`config.mk`:
```
export PLATFORM = sky130hd
export DESIGN_NAME = sdiv_cell
export DESIGN_NICKNAME = d
export VERILOG_FILES = /design/src/sdiv_pkg.sv /design/src/sdiv_cell.sv
export SDC_FILE = /design/constraint.sdc
export NUM_CORES = 1
export LEC_CHECK = 0
export ABC_AREA = 1
export BUFFER_PORTS_ARGS = -buffer_cell sky130_fd_sc_hd__clkbuf_2
export CAP_MARGIN = 25
export CORE_MARGIN = 1.5
export CORE_UTILIZATION = 30
export CTS_CLUSTER_SIZE = 40
export DETAILED_ROUTE_END_ITERATION = 6
export PLACE_DENSITY = 0.6
export SYNTH_ARGS = -nofsm -noshare
export SYNTH_HDL_FRONTEND = slang
export SYNTH_SLANG_ARGS = --single-unit
```
`constraint.sdc`:
```
create_clock -name aclk -period 5.35 [get_ports aclk]
set_clock_uncertainty 0.2 [all_clocks]
set_input_delay 1.07 -clock aclk [delete_from_list [all_inputs] [get_ports aclk]]
set_output_delay 1.07 -clock aclk [all_outputs]
set_load 0.05 [all_outputs]
```
`src/sdiv_pkg.sv`:
```
package sdiv_pkg;

    localparam int unsigned WIDTH = 32;

    typedef struct packed {
        logic signed [WIDTH-1:0] dividend;
        logic signed [WIDTH-1:0] divisor;
    } sdiv_in_t;

    typedef struct packed {
        logic signed [WIDTH-1:0] quotient;
        logic                    divide_by_zero;
    } sdiv_out_t;

    // partial state carried down the cell row
    typedef struct packed {
        logic [WIDTH-1:0] rem;    // partial remainder
        logic [WIDTH-1:0] nq;     // dividend bits out at the top, quotient bits in at the bottom
        logic [WIDTH-1:0] d;      // divisor magnitude
        logic             neg;    // quotient gets negated
        logic             dbz;    // divisor was zero
    } sdiv_work_t;

endpackage

```
`src/sdiv_cell.sv`:
```
module sdiv_cell (
    input  logic                 aclk,
    input  logic                 aresetn,
    input  logic                 in_valid,
    output logic                 in_ready,
    input  sdiv_pkg::sdiv_work_t in_work,
    output logic                 out_valid,
    input  logic                 out_ready,
    output sdiv_pkg::sdiv_work_t out_work
);
    import sdiv_pkg::*;

    logic             valid_reg;
    logic             valid_next;
    sdiv_work_t       work_reg;
    sdiv_work_t       work_next;
    logic             load;
    logic [WIDTH-1:0] rem_sh;
    logic [WIDTH-1:0] diff;
    logic             carry;
    logic             qbit;

    assign load     = !valid_reg || out_ready;
    assign in_ready = load;

    // one restoring step: shift in the next dividend bit, try the subtract
    assign carry  = in_work.rem[WIDTH-1];
    assign rem_sh = {in_work.rem[WIDTH-2:0], in_work.nq[WIDTH-1]};
    assign diff   = rem_sh - in_work.d;
    assign qbit   = carry || (rem_sh >= in_work.d);

    always_comb begin
        work_next     = in_work;
        work_next.rem = qbit ? diff : rem_sh;
        work_next.nq  = {in_work.nq[WIDTH-2:0], qbit};
        valid_next    = load ? in_valid : valid_reg;
    end

    always_ff @(posedge aclk) begin
        if (!aresetn) begin
            valid_reg <= 1'b0;
        end else begin
            valid_reg <= valid_next;
        end
        if (load) begin
            work_reg <= work_next;
        end
    end

    assign out_valid = valid_reg;
    assign out_work  = work_reg;

endmodule

```
==> flow_summary.html, run 1 <==
<table>
<tr><th>Metric</th><th>Value</th></tr>
<tr><th colspan="2">Status</th></tr>
<tr><td>Run status</td><td>complete, no violations</td></tr>
<tr><th colspan="2">Flow run</th></tr>
<tr><td>Max_cap viols</td><td>0</td></tr>
<tr><th colspan="2">CTS</th></tr>
<tr><td>Number of levels in the clock H-tree</td><td>3</td></tr>
<tr><td>TritonCTS Buffers</td><td>9</td></tr>
<tr><td>Sink count of the clock tree</td><td>99</td></tr>
<tr><td>Setup Buffers After CTS</td><td>0</td></tr>
<tr><td>Cts repair resizes</td><td>0</td></tr>
<tr><td>Clk Tree Root Cell</td><td>sky130_fd_sc_hd__clkbuf_16</td></tr>
<tr><td>Clock-pin transition on the worst setup and hold timing paths</td><td>70 ps</td></tr>
<tr><td>Number of buffers inserted by hold repair at cts</td><td>0</td></tr>
<tr><td>Clock latency of the later-clocked register in the worst-skew pair</td><td>350 ps</td></tr>
<tr><td>CTS tree</td><td>built</td></tr>
<tr><td>Buffer levels on the longest clock path</td><td>2</td></tr>
<tr><th colspan="2">Die</th></tr>
<tr><td>DIE AREA</td><td>21,100 sq um</td></tr>
<tr><td>Number of rows in the core area</td><td>51</td></tr>
<tr><td>Initial Util</td><td>30.9%</td></tr>
<tr><td>Core area</td><td>19,700 sq um</td></tr>
<tr><td>Die height</td><td>145 microns</td></tr>
<tr><td>Die Width</td><td>145 microns</td></tr>
<tr><td>I/O pins</td><td>202</td></tr>
<tr><th colspan="2">Synthesis</th></tr>
<tr><td>EDFF count, synth</td><td>98</td></tr>
<tr><td>Number of synthesis warnings</td><td>0</td></tr>
<tr><td>Flip-flop and latch count after synthesis</td><td>99</td></tr>
<tr><td>Fraction of registers with async set or reset after synthesis</td><td>0%</td></tr>
<tr><td>Sequential element share of the synthesized area</td><td>48.8%</td></tr>
<tr><td>Primary FF master, synth</td><td>sky130_fd_sc_hd__edfxtp_1</td></tr>
<tr><td>Number of distinct library cells after synthesis</td><td>31</td></tr>
<tr><td>Synthesized instance count</td><td>767</td></tr>
<tr><td>Mean instance size in the synthesized netlist</td><td>7.92 sq um</td></tr>
<tr><td>Syn Nets</td><td>902</td></tr>
<tr><td>Netlist Area Pre-Place</td><td>6070 sq um</td></tr>
<tr><th colspan="2">Route</th></tr>
<tr><td>TritonRoute pass-1 iters</td><td>5</td></tr>
<tr><td>Drt wl/cell</td><td>13.2 microns</td></tr>
<tr><td>Total via count in the routed design</td><td>5,302</td></tr>
<tr><td>Final wirelength</td><td>16.4 mm</td></tr>
<tr><td>Remaining DRCs</td><td>0</td></tr>
<tr><td>Average vias per placed instance</td><td>4.26</td></tr>
<tr><td>DRC marker count from the first detailed-route iteration</td><td>311</td></tr>
<tr><td>Post-route antenna net violation count</td><td>0</td></tr>
<tr><th colspan="2">Power and ir drop</th></tr>
<tr><td>Worst vdd rail ir drop</td><td>156 uV</td></tr>
<tr><td>Leakage component of the power</td><td>4.24 nW</td></tr>
<tr><td>Cell area power density</td><td>323 nW/um^2</td></tr>
<tr><th colspan="2">STA</th></tr>
<tr><td>Setup TNS Final</td><td>0 ps</td></tr>
<tr><td>Final Critical Period</td><td>3430 ps</td></tr>
<tr><td>Highest achievable clock rate</td><td>0.292 GHz</td></tr>
<tr><td>Transition time at the pin with the least slew margin</td><td>908 ps</td></tr>
<tr><td>Max-slew headroom</td><td>39.5%</td></tr>
<tr><td>Max-slew violation count</td><td>0</td></tr>
<tr><td>Hold_ws</td><td>663 ps</td></tr>
<tr><td>Post-route fraction of the period consumed by the critical path</td><td>64.1%</td></tr>
<tr><td>Setup-violating endpoint count in the final report</td><td>0</td></tr>
<tr><td>Setup repair after global routing missed its margin</td><td>false</td></tr>
<tr><td>Number of hold violations in the final report</td><td>0</td></tr>
<tr><th colspan="2">GRT</th></tr>
<tr><td>Via count of the first global-routing pass</td><td>5,130</td></tr>
<tr><td>Antenna violations before repair</td><td>0</td></tr>
<tr><td>First-pass GRT wire length</td><td>26.6 mm</td></tr>
<tr><td>Pin count of the biggest net entering global routing</td><td>69</td></tr>
<tr><td>GRT overflow</td><td>0</td></tr>
<tr><td>All-Layer GR Usage</td><td>16.0%</td></tr>
<tr><th colspan="2">Placed design</th></tr>
<tr><td>Global placer's final weighted congestion</td><td>0.836</td></tr>
<tr><td>Placed Area</td><td>7370 sq um</td></tr>
<tr><td>Placed Cells incl. Taps</td><td>1,228</td></tr>
<tr><td>Half-perimeter wire length after placement</td><td>13.2 mm</td></tr>
<tr><td>IO buf count</td><td>201</td></tr>
<tr><th colspan="2">Setup path</th></tr>
<tr><td>Crit end category</td><td>flip-flop</td></tr>
<tr><td>Reg2Reg Depth</td><td>2</td></tr>
<tr><td>Highest fanout seen on the critical path</td><td>36</td></tr>
<tr><td>Data arrival at the endpoint of the critical path</td><td>3330 ps</td></tr>
<tr><td>Startpoint type of the worst setup path</td><td>input port</td></tr>
<tr><td>Critical path data required time</td><td>5250 ps</td></tr>
<tr><td>Kind of critical path</td><td>in -&gt; reg</td></tr>
<tr><th colspan="2">Worst hold path</th></tr>
<tr><td>Hold Crit Class</td><td>reg -&gt; reg</td></tr>
<tr><td>Worst hold path stage count</td><td>1</td></tr>
<tr><th colspan="2">Final layout</th></tr>
<tr><td>Number of filler cells placed in the layout</td><td>2,095</td></tr>
<tr><td>Layout Area Growth over Synthesis</td><td>26.7%</td></tr>
<tr><td>Antenna diodes</td><td>0</td></tr>
<tr><td>Final-stage net count</td><td>1,109</td></tr>
<tr><td>Design Area, Final</td><td>7690 sq um</td></tr>
<tr><td>Final standard cell count with taps included and fillers excluded</td><td>1,244</td></tr>
<tr><td>Share of layout cells above drive strength 1</td><td>24.0%</td></tr>
</table>
==> cell usage in the layout (no fill, tap or decap), drive strengths merged <==
cell type    n
a21boi       1
clkinvlp     2
o21bai       2
a21oi       17
edfxtp      98
a31oi        1
bufinv       2
or2          2
ha          32
nor3         6
buf          1
fa           1
nand4        6
nand2      313
dfxtp        1
xor2        14
clkbuf     211
a21o         1
nand3       45
inv        168
and2         3
nand3b       3
o21ai        4
nor2        45
==> Yosys cell counts, types with 2 or more instances <==
| cell | instances | area (sq um) |
|---|---|---|
| sky130_fd_sc_hd__nand2_1 | 308 | 1160 |
| sky130_fd_sc_hd__nand2_2 | 4 | 25.0 |
| sky130_fd_sc_hd__nand3b_1 | 3 | 22.5 |
| sky130_fd_sc_hd__nor2_4 | 3 | 33.8 |
| sky130_fd_sc_hd__nor2_1 | 40 | 150 |
| sky130_fd_sc_hd__nand3_1 | 45 | 225 |
| sky130_fd_sc_hd__inv_1 | 162 | 608 |
| sky130_fd_sc_hd__o21bai_1 | 2 | 15.0 |
| sky130_fd_sc_hd__o21ai_0 | 3 | 15.0 |
| sky130_fd_sc_hd__and2_1 | 3 | 18.8 |
| sky130_fd_sc_hd__buf_4 | 3 | 22.5 |
| sky130_fd_sc_hd__a21oi_1 | 16 | 80.1 |
| sky130_fd_sc_hd__nor2_2 | 2 | 12.5 |
| sky130_fd_sc_hd__inv_2 | 4 | 15.0 |
| sky130_fd_sc_hd__xor2_1 | 14 | 123 |
| sky130_fd_sc_hd__nor3_1 | 5 | 25.0 |
| sky130_fd_sc_hd__nand4_1 | 6 | 37.5 |
| sky130_fd_sc_hd__edfxtp_1 | 98 | 2940 |
| sky130_fd_sc_hd__buf_6 | 3 | 33.8 |
| sky130_fd_sc_hd__ha_1 | 32 | 400 |
==> worst paths after layout <==
check,from,endpoint,slack (ps)
max reg2reg,out_valid$_SDFFE_PN0P_,out_work[10]$_DFFE_PP_,3290
min reg2reg,out_valid$_SDFFE_PN0P_,out_work[38]$_DFFE_PP_,660
max,in_work[2],out_work[84]$_DFFE_PP_,1920
min,out_valid$_SDFFE_PN0P_,out_work[38]$_DFFE_PP_,660
==> logic make-up (layout without fill, tap and decap cells) <==
family                   count (synthesis)  in the layout  synth area share (%)
flip-flops                              99             99                  48.8
XOR/XNOR                                14             14                  2.02
adder cells (fa/ha/maj)                 33             33                  6.92
AO/OA/AOI/OAI                           26             26                  2.39
buffers and inverters                  172            384                  11.2
AND/OR/NAND/NOR                        423            423                  28.7
==> power by group <==
part	internal (mW)	switching [mW]
logic	0.194	0.593
registers	0.955	0.0222
clock network	0.417	0.305
==> stage by stage <==
stage / power [mW] / util [%] / worst slack [ps]
after global routing: 2.62 / 39.1 / 1630
after detailed placement: 1.79 / 37.5 / 1520
after global placement: 1.78 / 37.5 / 1570
final: 2.49 / 39.1 / 1920
after floorplan: 1.59 / - / 591
after CTS: 2.52 / 39.1 / 1880
==> layer usage <==
| layer | share of wire, % | vias up | GRT usage (%) |
|---|---|---|---|
| met2 | 46 | 160 | 26.3 |
| li1 | - | 2792 | - |
| met3 | 5.6 | 10 | 3.49 |
| met4 | 0.96 | 0 | 3.67 |
| met1 | 48 | 2340 | 21.4 |
| met5 | 0 | - | 0 |
==> critical path: stages <==
cell                       delay (ps)
sky130_fd_sc_hd__clkbuf_2          90
sky130_fd_sc_hd__ha_1             220
sky130_fd_sc_hd__fa_1             390
sky130_fd_sc_hd__inv_1            120
sky130_fd_sc_hd__nand2_1           80
sky130_fd_sc_hd__nand2_1           80
sky130_fd_sc_hd__nand3_1           80
sky130_fd_sc_hd__nand2_2           90
sky130_fd_sc_hd__nand2_1           70
sky130_fd_sc_hd__nand3_1           80
sky130_fd_sc_hd__nand2_2           60
sky130_fd_sc_hd__nand2_4          330
sky130_fd_sc_hd__inv_2            350
sky130_fd_sc_hd__nand2_1          140
sky130_fd_sc_hd__nand2_1           60
==> final cells by class <==
cell class	instances	area, sq um	share of cell area (%)
Sequential cell	99	2960	38.5
Tap cell	265	332	4.31
Clock buffer	10	229	2.98
Multi-Input combinational cell	496	2440	31.7
Inverter	166	623	8.10
Timing Repair Buffer	202	1010	13.2
Clock inverter	6	97.6	1.27
==> state kept, by name (all words and copies together), names as in the netlist <==
name       flops
out_work      98
out_valid      1
Note: power is estimated with default switching activity, not from simulation.
==> run 2, diff against run 1 <==
--- a/config.mk
+++ b/config.mk
@@ -5,14 +5,14 @@
 export SDC_FILE = /design/constraint.sdc
 export NUM_CORES = 1
 export LEC_CHECK = 0
-export ABC_AREA = 1
+export ABC_AREA = 0
 export BUFFER_PORTS_ARGS = -buffer_cell sky130_fd_sc_hd__clkbuf_2
 export CAP_MARGIN = 25
 export CORE_MARGIN = 1.5
 export CORE_UTILIZATION = 30
 export CTS_CLUSTER_SIZE = 40
 export DETAILED_ROUTE_END_ITERATION = 6
-export PLACE_DENSITY = 0.6
+export PLACE_DENSITY = 0.63
 export SYNTH_ARGS = -nofsm -noshare
 export SYNTH_HDL_FRONTEND = slang
 export SYNTH_SLANG_ARGS = --single-unit
==> constraint.sdc (replaced) <==
create_clock -name aclk -period 3 [get_ports aclk]
set_clock_uncertainty 0.2 [all_clocks]
set_input_delay 0.6 -clock aclk [delete_from_list [all_inputs] [get_ports aclk]]
set_output_delay 0.6 -clock aclk [all_outputs]
set_load 0.05 [all_outputs]
==> run 2 against run 1 <==
  * Core utilization is 5.6 points higher
  * Combinational power is 98% higher
  * Critical path depth shrank 3
  * Die area shrank 9.5%
  * Cell area is 4.5% higher
  * Synthesized cell count is 37% lower
  * First-iteration DRC count shrank 43%
  * Sequential power increased by 78%
  * Critical path type unchanged
==> flow_summary.html, run 2 <==
<table>
<tr><th>Metric</th><th>Value</th></tr>
<tr><th colspan="2">STA</th></tr>
<tr><td>Max-slew headroom</td><td>72.7% (was 39.5%)</td></tr>
<tr><td>Max-slew violation count</td><td>0 (unchanged)</td></tr>
<tr><td>Final Critical Period</td><td>2920 ps</td></tr>
<tr><td>Setup-violating endpoint count in the final report</td><td>0 (unchanged)</td></tr>
<tr><td>Transition time at the pin with the least slew margin</td><td>410 ps (was 908 ps)</td></tr>
<tr><td>Post-route fraction of the period consumed by the critical path</td><td>97.2%</td></tr>
<tr><td>Hold_ws</td><td>213 ps (was 663 ps)</td></tr>
<tr><td>Number of hold violations in the final report</td><td>0 (unchanged)</td></tr>
<tr><td>Highest achievable clock rate</td><td>0.343 GHz</td></tr>
<tr><td>Crit path setup slack, layout</td><td>83.0 ps (was 1920 ps)</td></tr>
<tr><td>Setup repair after global routing missed its margin</td><td>true (was false)</td></tr>
<tr><th colspan="2">Die</th></tr>
<tr><td>Die Width</td><td>138 microns (was 145 microns)</td></tr>
<tr><td>Initial Util</td><td>30.5% (was 30.9%)</td></tr>
<tr><td>Number of rows in the core area</td><td>49 (was 51)</td></tr>
<tr><td>Core area</td><td>18,000 sq um (was 19,700 sq um)</td></tr>
<tr><td>Die height</td><td>138 microns (was 145 microns)</td></tr>
<tr><td>I/O pins</td><td>202 (unchanged)</td></tr>
<tr><td>DIE AREA</td><td>19,100 sq um (was 21,100 sq um)</td></tr>
<tr><th colspan="2">Synthesis</th></tr>
<tr><td>Number of synthesis warnings</td><td>0 (unchanged)</td></tr>
<tr><td>Biggest area consumer among synthesized cells</td><td>sky130_fd_sc_hd__edfxtp_1 (unchanged)</td></tr>
<tr><td>Most used standard cell by instance count after synthesis</td><td>sky130_fd_sc_hd__edfxtp_1 (was sky130_fd_sc_hd__nand2_1)</td></tr>
<tr><td>Synthesized instance count</td><td>485 (was 767)</td></tr>
<tr><td>Most numerous cell types in the synthesized netlist</td><td>98 x sky130_fd_sc_hd__edfxtp_1, 60 x sky130_fd_sc_hd__nand2_1, 40 x sky130_fd_sc_hd__inv_1 (was 308 x sky130_fd_sc_hd__nand2_1, 162 x sky130_fd_sc_hd__inv_1, 98 x sky130_fd_sc_hd__edfxtp_1)</td></tr>
<tr><td>Primary FF master, synth</td><td>sky130_fd_sc_hd__edfxtp_1 (unchanged)</td></tr>
<tr><td>Sequential element share of the synthesized area</td><td>54.1% (was 48.8%)</td></tr>
<tr><td>Syn Nets</td><td>620 (was 902)</td></tr>
<tr><td>Fraction of registers with async set or reset after synthesis</td><td>0% (unchanged)</td></tr>
<tr><td>Mean instance size in the synthesized netlist</td><td>11.3 sq um (was 7.92 sq um)</td></tr>
<tr><td>Netlist Area Pre-Place</td><td>5480 sq um (was 6070 sq um)</td></tr>
<tr><td>Flip-flop and latch count after synthesis</td><td>99 (unchanged)</td></tr>
<tr><td>Main area contributors after synthesis</td><td>sky130_fd_sc_hd__edfxtp_1 54%, sky130_fd_sc_hd__ha_1 7.3%, sky130_fd_sc_hd__nand2_1 4.1% (was sky130_fd_sc_hd__edfxtp_1 48%, sky130_fd_sc_hd__nand2_1 19%, sky130_fd_sc_hd__inv_1 10%)</td></tr>
<tr><td>Top-area cell type share of the netlist area</td><td>53.7% (was 48.5%)</td></tr>
<tr><td>EDFF count, synth</td><td>98 (unchanged)</td></tr>
<tr><td>Number of distinct library cells after synthesis</td><td>60 (was 31)</td></tr>
<tr><th colspan="2">Final layout</th></tr>
<tr><td>Share of layout cells above drive strength 1</td><td>47.8% (was 24.0%)</td></tr>
<tr><td>Antenna diodes</td><td>0 (unchanged)</td></tr>
<tr><td>Flip-flop count of the largest register, all copies and words added</td><td>98 (unchanged)</td></tr>
<tr><td>Final-stage net count</td><td>936 (was 1,109)</td></tr>
<tr><td>Number of filler cells placed in the layout</td><td>1,739 (was 2,095)</td></tr>
<tr><td>Most common cell after layout, fill and taps aside</td><td>sky130_fd_sc_hd__clkbuf_2 (was sky130_fd_sc_hd__nand2_1)</td></tr>
<tr><td>Design Area, Final</td><td>8040 sq um (was 7690 sq um)</td></tr>
<tr><td>Layout Area Growth over Synthesis</td><td>46.7% (was 26.7%)</td></tr>
<tr><td>Most frequent cells in the layout</td><td>201 x sky130_fd_sc_hd__clkbuf_2, 117 x sky130_fd_sc_hd__buf_4, 98 x sky130_fd_sc_hd__edfxtp_1 (was 307 x sky130_fd_sc_hd__nand2_1, 201 x sky130_fd_sc_hd__clkbuf_2, 162 x sky130_fd_sc_hd__inv_1)</td></tr>
<tr><th colspan="2">Route</th></tr>
<tr><td>Final wirelength</td><td>15.1 mm (was 16.4 mm)</td></tr>
<tr><td>Post-route antenna net violation count</td><td>0 (unchanged)</td></tr>
<tr><td>Drt wl/cell</td><td>14.6 microns (was 13.2 microns)</td></tr>
<tr><td>TritonRoute pass-1 iters</td><td>4 (was 5)</td></tr>
<tr><td>Remaining DRCs</td><td>0 (unchanged)</td></tr>
<tr><td>Average vias per placed instance</td><td>4.63 (was 4.26)</td></tr>
<tr><td>DRC marker count from the first detailed-route iteration</td><td>178 (was 311)</td></tr>
<tr><td>Total via count in the routed design</td><td>4,797 (was 5,302)</td></tr>
<tr><th colspan="2">Setup path</th></tr>
<tr><td>Critical path data required time</td><td>2910 ps (was 5250 ps)</td></tr>
<tr><td>Startpoint type of the worst setup path</td><td>input port (unchanged)</td></tr>
<tr><td>Slack of the worst reg-to-reg path</td><td>1460 ps (was 3290 ps)</td></tr>
<tr><td>Crit end category</td><td>flip-flop (unchanged)</td></tr>
<tr><td>Highest fanout seen on the critical path</td><td>6 (was 36)</td></tr>
<tr><td>Data arrival at the endpoint of the critical path</td><td>2820 ps (was 3330 ps)</td></tr>
<tr><td>Kind of critical path</td><td>in -&gt; reg (unchanged)</td></tr>
<tr><th colspan="2">CTS</th></tr>
<tr><td>TritonCTS Buffers</td><td>9 (unchanged)</td></tr>
<tr><td>Clk Tree Root Cell</td><td>sky130_fd_sc_hd__clkbuf_16 (unchanged)</td></tr>
<tr><td>Clock latency of the later-clocked register in the worst-skew pair</td><td>350 ps (about the same)</td></tr>
<tr><td>Sink count of the clock tree</td><td>99 (unchanged)</td></tr>
<tr><td>Number of levels in the clock H-tree</td><td>3 (unchanged)</td></tr>
<tr><td>Clock-pin transition on the worst setup and hold timing paths</td><td>80 ps (was 70 ps)</td></tr>
<tr><td>CTS tree</td><td>built (unchanged)</td></tr>
<tr><td>Buffer levels on the longest clock path</td><td>2 (unchanged)</td></tr>
<tr><td>Number of buffers inserted by hold repair at cts</td><td>0 (unchanged)</td></tr>
<tr><th colspan="2">Power and ir drop</th></tr>
<tr><td>Combinational share of power</td><td>34.9% (was 31.6%)</td></tr>
<tr><td>Cell area power density</td><td>556 nW/um^2 (was 323 nW/um^2)</td></tr>
<tr><td>Worst vdd rail ir drop</td><td>282 uV (was 156 uV)</td></tr>
<tr><td>Switching power share of the total</td><td>36.9% (was 37.0%)</td></tr>
<tr><td>Leakage component of the power</td><td>3.78 nW (was 4.24 nW)</td></tr>
<tr><td>Share of total power in the clock network</td><td>26.2% (was 29.0%)</td></tr>
<tr><td>Switch Pwr</td><td>1.65 mW (was 921 uW)</td></tr>
<tr><td>Seq pwr share</td><td>38.9% (was 39.3%)</td></tr>
<tr><td>Internal Pwr Total</td><td>2.82 mW (was 1.57 mW)</td></tr>
<tr><th colspan="2">GRT</th></tr>
<tr><td>Pin count of the biggest net entering global routing</td><td>71 (was 69)</td></tr>
<tr><td>GRT overflow</td><td>0 (unchanged)</td></tr>
<tr><td>Antenna violations before repair</td><td>0 (unchanged)</td></tr>
<tr><td>All-Layer GR Usage</td><td>15.6% (was 16.0%)</td></tr>
<tr><td>Via count of the first global-routing pass</td><td>4,813 (was 5,130)</td></tr>
<tr><td>First-pass GRT wire length</td><td>23.7 mm (was 26.6 mm)</td></tr>
<tr><th colspan="2">Placed design</th></tr>
<tr><td>Half-perimeter wire length after placement</td><td>12.0 mm (was 13.2 mm)</td></tr>
<tr><td>Placed Area</td><td>7660 sq um (was 7370 sq um)</td></tr>
<tr><td>Global placer's final weighted congestion</td><td>0.851 (was 0.836)</td></tr>
<tr><td>IO buf count</td><td>201 (unchanged)</td></tr>
<tr><td>Post-placement setup slack</td><td>-416 ps (was 1520 ps)</td></tr>
<tr><th colspan="2">Status</th></tr>
<tr><td>Run status</td><td>complete, no violations (unchanged)</td></tr>
<tr><th colspan="2">Worst hold path</th></tr>
<tr><td>Hold Crit Class</td><td>in -&gt; reg (was reg -&gt; reg)</td></tr>
<tr><th colspan="2">Flow run</th></tr>
<tr><td>Max_cap viols</td><td>0 (unchanged)</td></tr>
</table>
[run 2: cell types whose count changed after synthesis, sizes merged, moves of 30 or more]
| cell | before | now |
|---|---|---|
| nor2 | 45 | 15 |
| nand2 | 313 | 63 |
| nand3 | 45 | 8 |
| inv | 166 | 40 |
| o21ai | 4 | 42 |
[run 2: logic make-up (layout without fill, tap and decap cells)]
family | count (synthesis) | after routing | share of synthesized area, %
adders and majority gates | 33 | 33 | 7.67
muxes | 1 | 1 | 0.183
AOI/OAI and AO/OA | 151 | 151 | 19.4
and+or+nand+nor | 127 | 127 | 11.0
DFF | 99 | 99 | 54.1
buffers and inverters | 57 | 378 | 5.02
xor gates and xnor gates | 17 | 17 | 2.72
[run 2: power by group through the flow]
stage	registers [mW]	logic (mW)	clock network, mW
floorplan	2.31	0.505	0
global placement	1.77	1.54	0
detailed placement	1.77	1.55	0
CTS	1.74	1.56	1.22
global route	1.75	1.67	1.25
finish	1.74	1.56	1.17
[run 2: repair_timing]
item,CTS,global route
gates resized for setup,3,11
pin swaps,1,2
endpoints found under the hold margin,0,0
endpoints found under the setup margin,6,27
setup buffers,0,2
[run 2: layout make-up]
type	count	area [sq um]	share of cell area (%)
Clock inverter	7	72.6	0.902
Multi-Input combinational cell	329	2390	29.7
Inverter	40	150	1.87
Timing Repair Buffer	322	1960	24.3
Tap cell	229	287	3.56
Sequential cell	99	2960	36.8
Clock buffer	9	225	2.80
[run 2: critical path, cell delays in order]
cell and delay, ps:
sky130_fd_sc_hd__clkbuf_2 90, sky130_fd_sc_hd__inv_1 50, sky130_fd_sc_hd__ha_2 370, sky130_fd_sc_hd__o21ai_0 130, sky130_fd_sc_hd__nor2_1 230, sky130_fd_sc_hd__nor4_2 70, sky130_fd_sc_hd__buf_4 140, sky130_fd_sc_hd__o311a_1 360
sky130_fd_sc_hd__a31oi_2 230, sky130_fd_sc_hd__mux2i_1 120, sky130_fd_sc_hd__o41ai_2 360, sky130_fd_sc_hd__nand2_1 100
[run 2: per-layer routing]
| layer | track usage (%) | up-vias | part of all wire, % |
|---|---|---|---|
| met4 | 5.82 | 0 | 1.6 |
| li1 | - | 2453 | - |
| met1 | 19.2 | 2195 | 45 |
| met3 | 3.19 | 16 | 4.6 |
| met5 | 0 | - | 0 |
| met2 | 27.1 | 133 | 49 |
[run 2: through the flow]
stage                     util, %  power, mW  cells  setup TNS (ps)
after floorplan                 -       2.81    485               0
after global placement       42.7       3.31   1017          -10690
after detailed placement     42.7       3.32   1017          -10680
after CTS                    44.4       4.52   1033               0
after global routing         44.8       4.68   1035           -82.6
final                        44.8       4.47   1035               0
[run 2: path summary, 6_finish.rpt]
kind,end,depth (start not counted),start
worst max-delay path,out_work[97]$_DFFE_PP_,12,in_work[18]
worst min-delay path,out_work[52]$_DFFE_PP_,1,in_work[51]
worst max register to register,out_work[68]$_DFFE_PP_,2,out_valid$_SDFFE_PN0P_
worst min register to register,out_work[61]$_DFFE_PP_,1,out_valid$_SDFFE_PN0P_
==> run 3, diff against run 2 <==
--- a/config.mk
+++ b/config.mk
@@ -9,10 +9,10 @@
 export BUFFER_PORTS_ARGS = -buffer_cell sky130_fd_sc_hd__clkbuf_2
 export CAP_MARGIN = 25
 export CORE_MARGIN = 1.5
-export CORE_UTILIZATION = 30
+export CORE_UTILIZATION = 54
 export CTS_CLUSTER_SIZE = 40
 export DETAILED_ROUTE_END_ITERATION = 6
-export PLACE_DENSITY = 0.63
+export PLACE_DENSITY = 0.94
 export SYNTH_ARGS = -nofsm -noshare
 export SYNTH_HDL_FRONTEND = slang
 export SYNTH_SLANG_ARGS = --single-unit
==> constraint.sdc (replaced) <==
create_clock -name aclk -period 3.7 [get_ports aclk]
set_clock_uncertainty 0.2 [all_clocks]
set_input_delay 0.74 -clock aclk [delete_from_list [all_inputs] [get_ports aclk]]
set_output_delay 0.74 -clock aclk [all_outputs]
set_load 0.05 [all_outputs]
==> run 3 against run 2 <==
  * First-iteration DRC count increased by 87%
  * Die area decreased by 44%
  * Cell area shrank 15%
  * Critical path type unchanged
  * Via count decreased by 1.1%
  * Combinational power shrank 29%
  * Core utilization grew 25 points
  * Cell count fell by 20%
  * Flip-flop and latch count stayed put
  * Total power decreased by 27%
  * Sequential share of layout area up 6.6 points
  * Clock power shrank 37%
  * Sequential power is 19% lower
==> flow_summary.html, run 3 (same netlist as run 2, synthesis figures left out) <==
<table>
<tr><th>Metric</th><th>Value</th></tr>
<tr><th colspan="2">Status</th></tr>
<tr><td>Run status</td><td>complete, no violations (unchanged)</td></tr>
<tr><th colspan="2">Flow run</th></tr>
<tr><td>Max_cap viols</td><td>0 (unchanged)</td></tr>
<tr><th colspan="2">Placed design</th></tr>
<tr><td>Global placer's final weighted congestion</td><td>0.975 (was 0.851)</td></tr>
<tr><td>IO buf count</td><td>201 (unchanged)</td></tr>
<tr><td>Half-perimeter wire length after placement</td><td>11.2 mm (was 12.0 mm)</td></tr>
<tr><th colspan="2">GRT</th></tr>
<tr><td>Antenna violations before repair</td><td>0 (unchanged)</td></tr>
<tr><td>GRT overflow</td><td>0 (unchanged)</td></tr>
<tr><td>Via count of the first global-routing pass</td><td>4,658 (was 4,813)</td></tr>
<tr><td>All-Layer GR Usage</td><td>27.2% (was 15.6%)</td></tr>
<tr><td>First-pass GRT wire length</td><td>23.0 mm (was 23.7 mm)</td></tr>
<tr><td>Pin count of the biggest net entering global routing</td><td>58 (was 71)</td></tr>
<tr><th colspan="2">STA</th></tr>
<tr><td>Setup-violating endpoint count in the final report</td><td>0 (unchanged)</td></tr>
<tr><td>Max-slew headroom</td><td>52.8% (was 72.7%)</td></tr>
<tr><td>Setup TNS Final</td><td>0 ps (unchanged)</td></tr>
<tr><td>Hold_ws</td><td>325 ps (was 213 ps)</td></tr>
<tr><td>Final Critical Period</td><td>3270 ps</td></tr>
<tr><td>Number of hold violations in the final report</td><td>0 (unchanged)</td></tr>
<tr><td>Max-slew violation count</td><td>0 (unchanged)</td></tr>
<tr><td>Post-route fraction of the period consumed by the critical path</td><td>88.3%</td></tr>
<tr><td>Transition time at the pin with the least slew margin</td><td>708 ps (was 410 ps)</td></tr>
<tr><td>Setup repair after global routing missed its margin</td><td>false (was true)</td></tr>
<tr><td>Highest achievable clock rate</td><td>0.306 GHz</td></tr>
<tr><th colspan="2">Route</th></tr>
<tr><td>Average vias per placed instance</td><td>5.74 (was 4.63)</td></tr>
<tr><td>Remaining DRCs</td><td>0 (unchanged)</td></tr>
<tr><td>TritonRoute pass-1 iters</td><td>5 (was 4)</td></tr>
<tr><td>Final wirelength</td><td>14.6 mm (was 15.1 mm)</td></tr>
<tr><td>DRC marker count from the first detailed-route iteration</td><td>333 (was 178)</td></tr>
<tr><td>Post-route antenna net violation count</td><td>0 (unchanged)</td></tr>
<tr><td>Total via count in the routed design</td><td>4,742 (was 4,797)</td></tr>
<tr><td>Drt wl/cell</td><td>17.7 microns (was 14.6 microns)</td></tr>
<tr><th colspan="2">Worst hold path</th></tr>
<tr><td>Hold Crit Class</td><td>in -&gt; reg (unchanged)</td></tr>
<tr><td>Hold path endpoint</td><td>out_work[38]$_DFFE_PP_ (was out_work[52]$_DFFE_PP_)</td></tr>
<tr><td>Worst hold path stage count</td><td>1 (unchanged)</td></tr>
<tr><td>Beginning of the worst hold path</td><td>in_work[37] (was in_work[51])</td></tr>
<tr><th colspan="2">CTS</th></tr>
<tr><td>Number of buffers inserted by hold repair at cts</td><td>0 (unchanged)</td></tr>
<tr><td>TritonCTS Buffers</td><td>9 (unchanged)</td></tr>
<tr><td>Buffer levels on the longest clock path</td><td>2 (unchanged)</td></tr>
<tr><td>Clock latency of the later-clocked register in the worst-skew pair</td><td>380 ps (was 350 ps)</td></tr>
<tr><td>Clk Tree Root Cell</td><td>sky130_fd_sc_hd__clkbuf_8 (was sky130_fd_sc_hd__clkbuf_16)</td></tr>
<tr><td>Setup Buffers After CTS</td><td>0 (unchanged)</td></tr>
<tr><td>CTS tree</td><td>built (unchanged)</td></tr>
<tr><td>Number of levels in the clock H-tree</td><td>3 (unchanged)</td></tr>
<tr><td>Sink count of the clock tree</td><td>99 (unchanged)</td></tr>
<tr><td>Cts repair resizes</td><td>0 (was 3)</td></tr>
<tr><td>Clock-pin transition on the worst setup and hold timing paths</td><td>100 ps (was 80 ps)</td></tr>
<tr><th colspan="2">Power and ir drop</th></tr>
<tr><td>Internal Pwr Total</td><td>2.00 mW (was 2.82 mW)</td></tr>
<tr><td>Leakage component of the power</td><td>3.17 nW (was 3.78 nW)</td></tr>
<tr><td>Combinational share of power</td><td>33.9% (was 34.9%)</td></tr>
<tr><td>Seq pwr share</td><td>43.4% (was 38.9%)</td></tr>
<tr><td>Cell area power density</td><td>478 nW/um^2 (was 556 nW/um^2)</td></tr>
<tr><td>Worst vdd rail ir drop</td><td>253 uV (was 282 uV)</td></tr>
<tr><td>Switch Pwr</td><td>1.26 mW (was 1.65 mW)</td></tr>
<tr><td>Switching power share of the total</td><td>38.6% (was 36.9%)</td></tr>
<tr><td>Share of total power in the clock network</td><td>22.7% (was 26.2%)</td></tr>
<tr><th colspan="2">Final layout</th></tr>
<tr><td>Final-stage net count</td><td>823 (was 936)</td></tr>
<tr><td>Antenna diodes</td><td>0 (unchanged)</td></tr>
<tr><td>Share of layout cells above drive strength 1</td><td>35.8% (was 47.8%)</td></tr>
<tr><td>Layout Area Growth over Synthesis</td><td>24.4% (was 46.7%)</td></tr>
<tr><td>Flip-flop count of the largest register, all copies and words added</td><td>98 (unchanged)</td></tr>
<tr><td>Most common cell after layout, fill and taps aside</td><td>sky130_fd_sc_hd__clkbuf_2 (unchanged)</td></tr>
<tr><td>Most frequent cells in the layout</td><td>201 x sky130_fd_sc_hd__clkbuf_2, 98 x sky130_fd_sc_hd__edfxtp_1, 60 x sky130_fd_sc_hd__nand2_1 (was 201 x sky130_fd_sc_hd__clkbuf_2, 117 x sky130_fd_sc_hd__buf_4, 98 x sky130_fd_sc_hd__edfxtp_1)</td></tr>
<tr><th colspan="2">Die</th></tr>
<tr><td>DIE AREA</td><td>10,800 sq um (was 19,100 sq um)</td></tr>
<tr><td>I/O pins</td><td>202 (unchanged)</td></tr>
<tr><td>Die height</td><td>104 microns (was 138 microns)</td></tr>
<tr><td>Number of rows in the core area</td><td>36 (was 49)</td></tr>
<tr><td>Die Width</td><td>104 microns (was 138 microns)</td></tr>
<tr><td>Initial Util</td><td>55.8% (was 30.5%)</td></tr>
<tr><td>Core area</td><td>9820 sq um (was 18,000 sq um)</td></tr>
<tr><th colspan="2">Setup path</th></tr>
<tr><td>Slack of the worst reg-to-reg path</td><td>1900 ps (was 1460 ps)</td></tr>
<tr><td>R2R Path End</td><td>out_work[56]$_DFFE_PP_ (was out_work[68]$_DFFE_PP_)</td></tr>
<tr><td>Crit end category</td><td>flip-flop (unchanged)</td></tr>
<tr><td>Highest fanout seen on the critical path</td><td>5 (was 6)</td></tr>
<tr><td>Origin of the critical flop-to-flop path</td><td>out_valid$_SDFFE_PN0P_ (unchanged)</td></tr>
<tr><td>Critical path data required time</td><td>3700 ps (was 2910 ps)</td></tr>
<tr><td>Data arrival at the endpoint of the critical path</td><td>3270 ps (was 2820 ps)</td></tr>
<tr><td>Kind of critical path</td><td>in -&gt; reg (unchanged)</td></tr>
<tr><td>Reg2Reg Depth</td><td>2 (unchanged)</td></tr>
<tr><td>CP Launch Point</td><td>in_work[3] (was in_work[18])</td></tr>
<tr><td>Startpoint type of the worst setup path</td><td>input port (unchanged)</td></tr>
</table>
-- run 3: cell types whose count changed in the layout (fill, tap and decap cells not counted), moves of 5 or more --
cell,previous run,this run
sky130_fd_sc_hd__ha_4,5,0
sky130_fd_sc_hd__a21oi_2,10,3
sky130_fd_sc_hd__ha_1,25,32
sky130_fd_sc_hd__a21oi_1,24,31
sky130_fd_sc_hd__clkbuf_16,9,0
sky130_fd_sc_hd__buf_4,117,7
sky130_fd_sc_hd__clkbuf_8,0,9
-- run 3: through the flow --
stage / power, mW / cells / instance area [sq um] / utilization (%) / worst slack, ps
final: 3.26 / 826 / 6820 / 69.5 / 432
after global routing: 3.38 / 826 / 6820 / 69.5 / 327
after CTS: 3.26 / 826 / 6820 / 69.5 / 510
after detailed placement: 2.53 / 810 / 6610 / 67.3 / 117
after global placement: 2.50 / 810 / 6610 / 67.3 / 170
after floorplan: 2.26 / 485 / 5480 / - / 432
-- run 3: layer usage --
| layer | track usage [%] | routed length (microns) | up-vias |
|---|---|---|---|
| met5 | 0 | 0 | - |
| met4 | 14.4 | 546 | 0 |
| met3 | 6.04 | 1170 | 49 |
| met2 | 47.6 | 7390 | 253 |
| met1 | 31.1 | 5490 | 2233 |
| li1 | - | - | 2207 |
-- run 3: cell type report --
cell class,instances,area [sq um]
clock buffer,9,124
clock inverter,7,87.6
fill,718,3000
inverter,40,150
multi-input combinational,329,2250
sequential,99,2960
tap,133,166
timing repair buffer,209,1080
-- run 3: worst max path at each step --
stage                             end  slack [ps]  depth (start not counted)
6_report       out_work[95]$_DFFE_PP_         430                         11
5_1_grt        out_work[95]$_DFFE_PP_         330                         11
4_1_cts        out_work[97]$_DFFE_PP_         510                         11
3_5_place_dp   out_work[92]$_DFFE_PP_         120                         13
3_3_place_gp   out_work[92]$_DFFE_PP_         170                         13
2_1_floorplan  out_work[92]$_DFFE_PP_         430                         11
-- run 3: worst max-delay path, cell delays in order --
cell and delay (ps):
sky130_fd_sc_hd__clkbuf_2 140, sky130_fd_sc_hd__inv_1 60, sky130_fd_sc_hd__ha_1 320, sky130_fd_sc_hd__nor2b_1 190
sky130_fd_sc_hd__o2111ai_1 170, sky130_fd_sc_hd__a21oi_1 330, sky130_fd_sc_hd__o211ai_2 170, sky130_fd_sc_hd__a211o_1 380
sky130_fd_sc_hd__a211o_1 360, sky130_fd_sc_hd__and3b_1 170, sky130_fd_sc_hd__o31ai_1 230
-- run 3: power by group through the flow --
stage	Combinational, mW	Sequential, mW	Clock, mW
6_report	1.11	1.41	0.740
5_1_grt	1.16	1.43	0.788
4_1_cts	1.10	1.42	0.745
3_5_place_dp	1.09	1.44	0
3_3_place_gp	1.06	1.44	0
2_1_floorplan	0.390	1.87	0
